===== src/sv/utf16_text_sanitizer_macros.svh =====
// Assertion macros shared by the UTF-16 text sanitizer modules.
`ifndef UTF16_TEXT_SANITIZER_MACROS_SVH
`define UTF16_TEXT_SANITIZER_MACROS_SVH

// The consequent must hold in the same cycle as the antecedent.
`define UTS_ASSERT_SAME(label, clk, rst_n, ante, cons) \
    label: assert property (@(posedge clk) disable iff (!(rst_n)) (ante) |-> (cons)) \
        else $error("Assertion failed in same cycle.");

// The consequent must hold in the cycle after the antecedent.
`define UTS_ASSERT_NEXT(label, clk, rst_n, ante, cons) \
    label: assert property (@(posedge clk) disable iff (!(rst_n)) (ante) |=> (cons)) \
        else $error("Assertion failed in next cycle.");

`endif


===== src/sv/uts_pkg.sv =====
// Shared types, constants and helper functions of the UTF-16 text sanitizer.
package uts_pkg;

    localparam logic [15:0] U_TAB       = 16'h0009;
    localparam logic [15:0] U_LF        = 16'h000A;
    localparam logic [15:0] U_CR        = 16'h000D;
    localparam logic [15:0] U_BACKSLASH = 16'h005C;
    localparam logic [15:0] U_LETTER_N  = 16'h006E;
    localparam logic [15:0] U_LETTER_T  = 16'h0074;
    localparam logic [15:0] U_LETTER_U  = 16'h0075;
    localparam logic [15:0] U_LINE_SEP  = 16'h2028;
    localparam logic [15:0] U_PARA_SEP  = 16'h2029;
    localparam logic [15:0] U_HIGH_MIN  = 16'hD800;
    localparam logic [15:0] U_HIGH_MAX  = 16'hDBFF;
    localparam logic [15:0] U_LOW_MIN   = 16'hDC00;
    localparam logic [15:0] U_LOW_MAX   = 16'hDFFF;
    localparam logic [15:0] U_C0_END    = 16'h0020;
    localparam logic [15:0] U_C1_MIN    = 16'h007F;
    localparam logic [15:0] U_C1_MAX    = 16'h009F;

    localparam int          QUEUE_DEPTH = 2;
    localparam logic [3:0]  ESC_LEN     = 4'd6;
    localparam logic [3:0]  STEP_MAX    = 4'd11;

    typedef enum logic [2:0] {
        K_NONE,
        K_ONE,
        K_TWO,
        K_NL_ESC,
        K_TAB,
        K_ESC
    } t_kind;

    typedef struct packed {
        logic [15:0] code_unit;
        logic        end_of_text;
    } t_in;

    typedef struct packed {
        logic [15:0] out_unit;
        logic        run_last;
    } t_out;

    typedef struct packed {
        logic        pre_esc;
        logic [15:0] pre_unit;
        t_kind       kind;
        logic [15:0] unit;
    } t_job;

    typedef struct packed {
        logic valid;
        t_job job;
    } t_push;

    function automatic logic [15:0] hex_digit(input logic [3:0] nib);
        logic [15:0] d;
        case (nib)
            4'h0: d = 16'h0030;
            4'h1: d = 16'h0031;
            4'h2: d = 16'h0032;
            4'h3: d = 16'h0033;
            4'h4: d = 16'h0034;
            4'h5: d = 16'h0035;
            4'h6: d = 16'h0036;
            4'h7: d = 16'h0037;
            4'h8: d = 16'h0038;
            4'h9: d = 16'h0039;
            4'hA: d = 16'h0041;
            4'hB: d = 16'h0042;
            4'hC: d = 16'h0043;
            4'hD: d = 16'h0044;
            4'hE: d = 16'h0045;
            default: d = 16'h0046;
        endcase
        return d;
    endfunction

    function automatic logic [15:0] esc_unit(input logic [15:0] u, input logic [2:0] idx);
        logic [15:0] d;
        case (idx)
            3'd0: d = U_BACKSLASH;
            3'd1: d = U_LETTER_U;
            3'd2: d = hex_digit(u[15:12]);
            3'd3: d = hex_digit(u[11:8]);
            3'd4: d = hex_digit(u[7:4]);
            default: d = hex_digit(u[3:0]);
        endcase
        return d;
    endfunction

endpackage


===== src/sv/uts_front.sv =====
// Front end: accepts code units, tracks CR and surrogate state, and queues output jobs.
`include "utf16_text_sanitizer_macros.svh"

module uts_front (
    input  logic           i_clk,
    input  logic           i_rst_n,
    input  logic           i_allow_lb,
    input  logic           i_in_valid,
    output logic           o_in_ready,
    input  uts_pkg::t_in   i_in_data,
    input  logic           i_full,
    output uts_pkg::t_push o_push
);

    logic        r_cr;
    logic        n_cr;
    logic        r_held_v;
    logic        n_held_v;
    logic [15:0] r_held_u;
    logic [15:0] n_held_u;
    logic        accept;
    uts_pkg::t_job job;

    assign o_in_ready = !i_full;
    assign accept     = i_in_valid && o_in_ready;

    always_comb begin
        logic [15:0] u;
        logic        is_hi;
        logic        is_lo;
        logic        is_ctl;
        logic        nl;
        u      = i_in_data.code_unit;
        is_hi  = (u >= uts_pkg::U_HIGH_MIN) && (u <= uts_pkg::U_HIGH_MAX);
        is_lo  = (u >= uts_pkg::U_LOW_MIN) && (u <= uts_pkg::U_LOW_MAX);
        is_ctl = (u < uts_pkg::U_C0_END) || ((u >= uts_pkg::U_C1_MIN) && (u <= uts_pkg::U_C1_MAX));
        nl     = 1'b0;
        job.pre_esc  = 1'b0;
        job.pre_unit = r_held_u;
        job.kind     = uts_pkg::K_NONE;
        job.unit     = u;
        n_cr     = 1'b0;
        n_held_v = 1'b0;
        n_held_u = r_held_u;
        if (r_held_v && is_lo) begin
            job.kind = uts_pkg::K_TWO;
        end else begin
            job.pre_esc = r_held_v;
            if (u == uts_pkg::U_CR) begin
                nl   = 1'b1;
                n_cr = 1'b1;
            end else if (u == uts_pkg::U_LF) begin
                nl = !r_cr;
            end else if (u == uts_pkg::U_TAB) begin
                job.kind = uts_pkg::K_TAB;
            end else if (u == uts_pkg::U_LINE_SEP || u == uts_pkg::U_PARA_SEP) begin
                job.kind = uts_pkg::K_ESC;
            end else if (is_hi) begin
                if (i_in_data.end_of_text) begin
                    job.kind = uts_pkg::K_ESC;
                end else begin
                    n_held_v = 1'b1;
                    n_held_u = u;
                end
            end else if (is_lo || is_ctl) begin
                job.kind = uts_pkg::K_ESC;
            end else begin
                job.kind = uts_pkg::K_ONE;
            end
            if (nl) begin
                if (i_allow_lb) begin
                    job.kind = uts_pkg::K_ONE;
                    job.unit = uts_pkg::U_LF;
                end else begin
                    job.kind = uts_pkg::K_NL_ESC;
                end
            end
        end
        if (i_in_data.end_of_text) begin
            n_cr = 1'b0;
        end
    end

    assign o_push.valid = accept && (job.pre_esc || (job.kind != uts_pkg::K_NONE));
    assign o_push.job   = job;

    always_ff @(posedge i_clk) begin
        if (!i_rst_n) begin
            r_cr     <= 1'b0;
            r_held_v <= 1'b0;
        end else if (accept) begin
            r_cr     <= n_cr;
            r_held_v <= n_held_v;
        end
    end

    always_ff @(posedge i_clk) begin
        if (accept) begin
            r_held_u <= n_held_u;
        end
    end

    `UTS_ASSERT_NEXT(a_eot_clears_state, i_clk, i_rst_n,
        accept && i_in_data.end_of_text, !r_held_v && !r_cr)

endmodule


===== src/sv/uts_queue.sv =====
// Two-entry job queue between the front end and the output sequencer.
`include "utf16_text_sanitizer_macros.svh"

module uts_queue (
    input  logic           i_clk,
    input  logic           i_rst_n,
    input  uts_pkg::t_push i_push,
    output logic           o_full,
    output uts_pkg::t_job  o_head,
    output logic           o_head_valid,
    input  logic           i_pop
);

    localparam int PW = $clog2(uts_pkg::QUEUE_DEPTH);
    localparam int CW = $clog2(uts_pkg::QUEUE_DEPTH + 1);

    uts_pkg::t_job r_entry [uts_pkg::QUEUE_DEPTH];
    logic [PW-1:0] r_wptr;
    logic [PW-1:0] r_rptr;
    logic [CW-1:0] r_count;
    logic          do_pop;

    assign o_full       = (r_count == CW'(uts_pkg::QUEUE_DEPTH));
    assign o_head_valid = (r_count != '0);
    assign o_head       = r_entry[r_rptr];
    assign do_pop       = i_pop && o_head_valid;

    always_ff @(posedge i_clk) begin
        if (!i_rst_n) begin
            r_wptr  <= '0;
            r_rptr  <= '0;
            r_count <= '0;
        end else begin
            if (i_push.valid) begin
                r_wptr <= (r_wptr == PW'(uts_pkg::QUEUE_DEPTH - 1)) ? '0 : r_wptr + 1'b1;
            end
            if (do_pop) begin
                r_rptr <= (r_rptr == PW'(uts_pkg::QUEUE_DEPTH - 1)) ? '0 : r_rptr + 1'b1;
            end
            if (i_push.valid && !do_pop) begin
                r_count <= r_count + 1'b1;
            end else if (!i_push.valid && do_pop) begin
                r_count <= r_count - 1'b1;
            end
        end
    end

    always_ff @(posedge i_clk) begin
        if (i_push.valid) begin
            r_entry[r_wptr] <= i_push.job;
        end
    end

    `UTS_ASSERT_SAME(a_no_push_when_full, i_clk, i_rst_n, i_push.valid, !o_full)
    `UTS_ASSERT_SAME(a_count_in_range, i_clk, i_rst_n, 1'b1,
        r_count <= CW'(uts_pkg::QUEUE_DEPTH))

endmodule


===== src/sv/uts_back.sv =====
// Output sequencer: expands queued jobs into output-register units, one per cycle unless stalled.
`include "utf16_text_sanitizer_macros.svh"

module uts_back (
    input  logic          i_clk,
    input  logic          i_rst_n,
    input  uts_pkg::t_job i_job,
    input  logic          i_job_valid,
    output logic          o_pop,
    output logic          o_out_valid,
    input  logic          i_out_ready,
    output uts_pkg::t_out o_out_data
);

    logic [3:0]    r_step;
    logic          r_out_valid;
    uts_pkg::t_out r_out;
    logic          load;
    logic          job_last;
    logic [3:0]    total;
    logic [3:0]    main_idx;
    logic [15:0]   unit;

    assign load = i_job_valid && (!r_out_valid || i_out_ready);

    always_comb begin
        logic [3:0] main_len;
        case (i_job.kind)
            uts_pkg::K_ONE:    main_len = 4'd1;
            uts_pkg::K_TWO:    main_len = 4'd2;
            uts_pkg::K_NL_ESC: main_len = 4'd2;
            uts_pkg::K_TAB:    main_len = 4'd2;
            uts_pkg::K_ESC:    main_len = uts_pkg::ESC_LEN;
            default:           main_len = 4'd0;
        endcase
        total    = (i_job.pre_esc ? uts_pkg::ESC_LEN : 4'd0) + main_len;
        main_idx = i_job.pre_esc ? (r_step - uts_pkg::ESC_LEN) : r_step;
    end

    assign job_last = (r_step == total - 4'd1);

    always_comb begin
        if (i_job.pre_esc && (r_step < uts_pkg::ESC_LEN)) begin
            unit = uts_pkg::esc_unit(i_job.pre_unit, r_step[2:0]);
        end else begin
            case (i_job.kind)
                uts_pkg::K_TWO:
                    unit = (main_idx == 4'd0) ? i_job.pre_unit : i_job.unit;
                uts_pkg::K_NL_ESC:
                    unit = (main_idx == 4'd0) ? uts_pkg::U_BACKSLASH : uts_pkg::U_LETTER_N;
                uts_pkg::K_TAB:
                    unit = (main_idx == 4'd0) ? uts_pkg::U_BACKSLASH : uts_pkg::U_LETTER_T;
                uts_pkg::K_ESC:
                    unit = uts_pkg::esc_unit(i_job.unit, main_idx[2:0]);
                default:
                    unit = i_job.unit;
            endcase
        end
    end

    assign o_pop = load && job_last;

    always_ff @(posedge i_clk) begin
        if (!i_rst_n) begin
            r_step      <= '0;
            r_out_valid <= 1'b0;
        end else begin
            if (load) begin
                r_out_valid <= 1'b1;
                r_step      <= job_last ? 4'd0 : r_step + 4'd1;
            end else if (i_out_ready) begin
                r_out_valid <= 1'b0;
            end
        end
    end

    always_ff @(posedge i_clk) begin
        if (load) begin
            r_out.out_unit <= unit;
            r_out.run_last <= job_last;
        end
    end

    assign o_out_valid = r_out_valid;
    assign o_out_data  = r_out;

    `UTS_ASSERT_NEXT(a_step_restarts, i_clk, i_rst_n, load && job_last, r_step == 4'd0)
    `UTS_ASSERT_SAME(a_step_bounded, i_clk, i_rst_n, 1'b1, r_step <= uts_pkg::STEP_MAX)

endmodule


===== src/sv/utf16_text_sanitizer.sv =====
// Top level of the UTF-16 text sanitizer: configuration register and front, queue, back.
//
// Input transactions carry one UTF-16 code unit and an end-of-text flag on a
// valid/ready channel. Output transactions carry one sanitized code unit and
// run_last, which marks the final unit produced by an input transaction.
// A plain unit gives one output, a newline one or two, a tab two, an escape
// six, and a held high surrogate followed by a non-low unit up to twelve.
// Units that are held or swallowed produce no output transaction. Accepted
// units' jobs pass through the queue to the output register. The front end
// accepts one transaction per cycle while the two-entry job queue has room;
// the output sequencer emits one unit per cycle while the receiver is ready,
// so the sustained rate is set by the single output port. When the receiver
// stalls, the output register holds its unit, the queue fills and input ready
// drops. The allow_line_breaks register sits at byte address 0 of the APB
// port; the user must write it only while the block is idle, which the block
// does not enforce. Reset clears the register, the CR and surrogate state, the
// queue and the output register; no clearing pass is needed.
module utf16_text_sanitizer (
    input  logic          i_clk,
    input  logic          i_rst_n,
    input  logic          i_in_valid,
    output logic          o_in_ready,
    input  uts_pkg::t_in  i_in_data,
    output logic          o_out_valid,
    input  logic          i_out_ready,
    output uts_pkg::t_out o_out_data,
    input  logic          psel,
    input  logic          penable,
    input  logic          pwrite,
    input  logic [2:0]    paddr,
    input  logic [31:0]   pwdata,
    output logic [31:0]   prdata,
    output logic          pready
);

    logic           r_allow_lb;
    logic           q_full;
    logic           q_head_valid;
    logic           pop;
    uts_pkg::t_push push;
    uts_pkg::t_job  head;

    assign pready = 1'b1;
    assign prdata = (paddr[2] == 1'b0) ? {31'd0, r_allow_lb} : 32'd0;

    always_ff @(posedge i_clk) begin
        if (!i_rst_n) begin
            r_allow_lb <= 1'b0;
        end else if (psel && penable && pwrite && pready && (paddr[2] == 1'b0)) begin
            r_allow_lb <= pwdata[0];
        end
    end

    uts_front u_front (
        .i_clk      (i_clk),
        .i_rst_n    (i_rst_n),
        .i_allow_lb (r_allow_lb),
        .i_in_valid (i_in_valid),
        .o_in_ready (o_in_ready),
        .i_in_data  (i_in_data),
        .i_full     (q_full),
        .o_push     (push)
    );

    uts_queue u_queue (
        .i_clk        (i_clk),
        .i_rst_n      (i_rst_n),
        .i_push       (push),
        .o_full       (q_full),
        .o_head       (head),
        .o_head_valid (q_head_valid),
        .i_pop        (pop)
    );

    uts_back u_back (
        .i_clk       (i_clk),
        .i_rst_n     (i_rst_n),
        .i_job       (head),
        .i_job_valid (q_head_valid),
        .o_pop       (pop),
        .o_out_valid (o_out_valid),
        .i_out_ready (i_out_ready),
        .o_out_data  (o_out_data)
    );

endmodule


===== config.mk =====
export PLATFORM = sky130hd
export DESIGN_NAME = utf16_text_sanitizer
export DESIGN_NICKNAME = d
export VERILOG_FILES = /design/src/sv/uts_pkg.sv /design/src/sv/uts_front.sv /design/src/sv/uts_queue.sv /design/src/sv/uts_back.sv /design/src/sv/utf16_text_sanitizer.sv
export VERILOG_INCLUDE_DIRS = /design/src /design/src/sv
export SDC_FILE = /design/constraint.sdc
export NUM_CORES = 1
export LEC_CHECK = 0
export BUFFER_PORTS_ARGS = -buffer_cell sky130_fd_sc_hd__buf_2
export CORE_MARGIN = 2
export CORE_UTILIZATION = 52
export CTS_CLUSTER_DIAMETER = 40
export DETAILED_ROUTE_END_ITERATION = 12
export GPL_TIMING_DRIVEN = 0
export HOLD_SLACK_MARGIN = 0.1
export PLACE_DENSITY_LB_ADDON = 0.3
export SYNTH_ARGS = -nofsm -noshare
export SYNTH_HDL_FRONTEND = slang
export SYNTH_SLANG_ARGS = --single-unit

===== constraint.sdc =====
create_clock -name i_clk -period 3.9 [get_ports i_clk]
set_clock_uncertainty 0.05 [all_clocks]
set_input_delay 0.195 -clock i_clk [delete_from_list [all_inputs] [get_ports i_clk]]
set_output_delay 0.195 -clock i_clk [all_outputs]
set_load 0.05 [all_outputs]

==> results.rst <==
.. list-table::
   :header-rows: 1

   * - Metric
     - Value
   * - Number of hold violations in the final report
     - 0
   * - Synthesized area
     - 6810 um2
   * - Net count, final
     - 846
   * - Critical path class
     - reg -> reg
   * - Crit path max fanout
     - 10
   * - Average cell area after synthesis
     - 10.6 um2
   * - Global placer's final weighted congestion
     - 0.982
   * - Total placed cells including tap cells
     - 892
   * - Total Wirelength
     - 17.1 mm
   * - Layout Area Growth over Synthesis
     - 21.5%
   * - Post-synth EDFFs
     - 105
   * - Most used flip-flop cell after synthesis
     - edfxtp_1
   * - Worst path max stage delay
     - 470 ps
   * - All-layer global routing usage
     - 0.248
   * - Library cell with the largest summed area after synthesis
     - edfxtp_1
   * - Starting density of the core
     - 0.535
   * - Shortest clock period the worst path allows after layout
     - 3720 ps
   * - Power per cell area
     - 708 nW/um2
   * - Proportion of synthesized chip area in sequential cells
     - 0.501
   * - Worst Tran Pin Value
     - 937 ps
   * - Status
     - completed
   * - Number of distinct library cell variants in the gate-level netlist after synthesis
     - 64
   * - Max-slew violation count
     - 0
   * - Relative slew slack
     - 0.375
   * - Worst VDD drop
     - 440 uV
   * - Total of endpoints with negative setup slack in the final report
     - 0
   * - Cell chain of the critical path
     - buf_4 -> buf_6 -> buf_8 -> nand3b_1 -> o21ai_4 -> nand2_4 -> ha_1 -> fa_1 -> xnor2_2 -> xnor2_1 -> nand3_2 -> nor3_4 -> inv_1 -> ha_1 -> or3_1 -> a21oi_1
   * - Worst path required time
     - 4200 ps
   * - Number of filler instances in the final layout
     - 1029
   * - Most numerous cell on the critical path
     - ha_1
   * - Number of buffers added by the clock tree synthesis step
     - 17
   * - Number of nets with antenna violations after detailed routing
     - 0
   * - Clock tree from TritonCTS
     - done
   * - DRC errors left
     - 0
   * - Cell at the root of the clock tree
     - clkbuf_16
   * - Cell with the biggest individual delay on the critical path
     - fa_1
   * - Area of the core region
     - 12700 um2
   * - Data arrival time of the critical path
     - 4020 ps
   * - Wire length of the first global-routing pass
     - 26.5 mm
   * - Clock transition time at the flip-flop clock pins of the worst setup and hold paths
     - 60 ps
   * - Top area cells in the synthesized netlist
     - edfxtp_1 46%, ha_1 4.8%, mux2i_1 4.7%, dfxtp_1 3.8%, buf_4 3.6%
   * - Total of flip-flops plus latches after synthesis
     - 118
   * - Register area
     - 3410 um2
   * - Diode count
     - 0
   * - Post-detailed-placement half-perimeter wirelength
     - 12.9 mm
   * - Largest net degree at the start of global routing
     - 37
   * - Combined area of the multi-input logic cells
     - 3060 um2
   * - Initial antenna violation count
     - 0
   * - Worst hold margin
     - 219 ps
   * - WL/cell
     - 18.1 um
   * - Maximum count of clock buffers along a single path
     - 2
   * - Post-synth top area share
     - 0.463
   * - Number of clock sinks seen by CTS
     - 118
   * - Routed vias
     - 5404
   * - Total design power
     - 5.86 mW
   * - IO Count
     - 111
   * - DR iter-0 viols
     - 481
   * - Overflow left after global routing
     - 0
   * - Average vias per placed instance
     - 5.72
   * - Share of flip-flops with an asynchronous set or reset
     - 0
   * - Synthesized instance count
     - 644
   * - Maximum frequency from static timing analysis
     - 269 MHz
   * - Dominant cell by count in the synthesized netlist
     - edfxtp_1
   * - Number of standard cells in the final layout excluding fillers
     - 945
   * - Share of cells above drive strength 1
     - 0.198
   * - Number of H-tree levels
     - 4
   * - Pre-antenna DRT Iters
     - 5
   * - Count of maximum capacitance violations
     - 0
   * - Number of global-route vias before repair
     - 5057
   * - Die width
     - 118 um
   * - Leakage power total
     - 3.09 nW
   * - Count of port buffers added during placement
     - 45
   * - Count of synthesis-stage warnings from yosys
     - 0
   * - Number of cells on the worst reg-to-reg path
     - 16
   * - Capturing element type of the critical path
     - flop
   * - DIE AREA
     - 14000 um2
   * - Total negative slack
     - 0 ps
   * - Post-synth top cells
     - 105 x edfxtp_1, 58 x nor2_1, 52 x nand2_1, 33 x buf_4, 32 x mux2i_1
   * - Type of the most critical hold path
     - in -> reg
   * - Worst skew pair latency
     - 420 ps
   * - # rows
     - 41
   * - Hold Path Cell Cnt
     - 4
   * - Share of the clock period used by the worst path
     - 0.953
   * - Setup crit start kind
     - flop
   * - RSZ-0062 raised after global routing
     - false
   * - Height of the die
     - 118 um
-- worst max-delay path, delay by kind of cell (launching register included) --
| family | cells | cell delay, ps |
|---|---|---|
| buf+inv | 4 | 570 |
| simple gates | 5 | 1000 |
| fa+ha+maj | 3 | 1100 |
| compound gates | 2 | 270 |
| xor+xnor | 2 | 340 |
| flops | 1 | 310 |
-- final cells by class --
cell class | count | area share
Clock inverter | 15 | 0.0204
Tap cell | 172 | 0.0260
Clock buffer | 17 | 0.0514
Multi-Input combinational cell | 456 | 0.370
Buffer | 67 | 0.0494
Inverter | 32 | 0.0145
Timing Repair Buffer | 68 | 0.0559
Sequential cell | 118 | 0.412
-- power by group --
part / internal, mW / switching (mW)
Sequential: 1.70 / 0.103
Clock: 0.953 / 0.603
Combinational: 0.800 / 1.69
-- logic make-up (layout without fill, tap and decap cells) --
group	after synthesis	in the layout	share of synthesized area
buffers and inverters	100	199	0.0755
AND/OR/NAND/NOR	204	204	0.144
AO/OA/AOI/OAI	129	129	0.132
multiplexers	51	51	0.0790
other	2	32	0.00110
flip-flops	118	118	0.501
adder cells (fa/ha/maj)	27	27	0.0507
XOR/XNOR	13	13	0.0167
-- path summary, 6_finish.rpt --
kind                            start                     end  slack (ps)
setup reg to reg                 flop      u_queue.r_count[1]         180
hold / removal             i_in_valid            u_front.r_cr         220
setup / recovery                 flop      u_queue.r_count[1]         180
hold reg to reg   u_front.r_held_u[7]  u_queue.r_entry[1][26]         390
-- per-stage QoR --
step	instance area, um2	setup slack (ps)	util
2_1_floorplan	6920	124	-
3_3_place_gp	7360	-1200	0.579
3_5_place_dp	7390	-597	0.581
4_1_cts	8220	16.7	0.646
5_1_grt	8280	9.81	0.651
6_report	8280	183	0.651
-- layout by cell type, fill, tap and decap left out, types with 7 or more instances in the layout --
cell           instances
inv_1                 31
o21ai_0               20
conb_1                32
nor4_1                 8
buf_2                 48
clkbuf_1              26
nand2_1               51
ha_1                  26
nor2b_1                9
nand2b_1              11
dfxtp_1               13
o32ai_1                7
a22oi_1                9
clkbuf_16             17
a211oi_1               9
nor3_1                18
a221oi_1               7
edfxtp_1             105
buf_4                 34
mux2_2                18
nand3_1               13
o211ai_1               7
a21oi_1               25
nor2_1                57
dlygate4sd3_1         21
mux2i_1               31
a31oi_1                9
or3_1                  9
-- sequential cells by signal, indices dropped and copies added (netlist names), named ones only --
name and flops:
u_queue.r_entry 72, u_queue.r_wptr 1, u_back.o_out_valid 1, u_queue.r_count 2, r_allow_lb 1, u_front.r_cr 1, u_front.r_held_u 16, u_front.r_held_v 1
u_back.r_step 4, u_queue.r_rptr 1, u_back.o_out_data 17
-- what timing repair did --
action	CTS	global route
resized for setup	9	10
pin swaps	0	1
setup buffers	0	1
endpoints found under the hold margin	38	0
endpoints found under the setup margin	5	1
hold buffers	21	0
-- metal layers --
layer	vias up	GRT usage	share of wire
li1	2550	-	-
met1	2558	0.329	0.44
met2	262	0.395	0.47
met3	34	0.0569	0.070
met4	0	0.0952	0.025
met5	-	0	0
No activity file was read; power rests on OpenSTA's default activity.
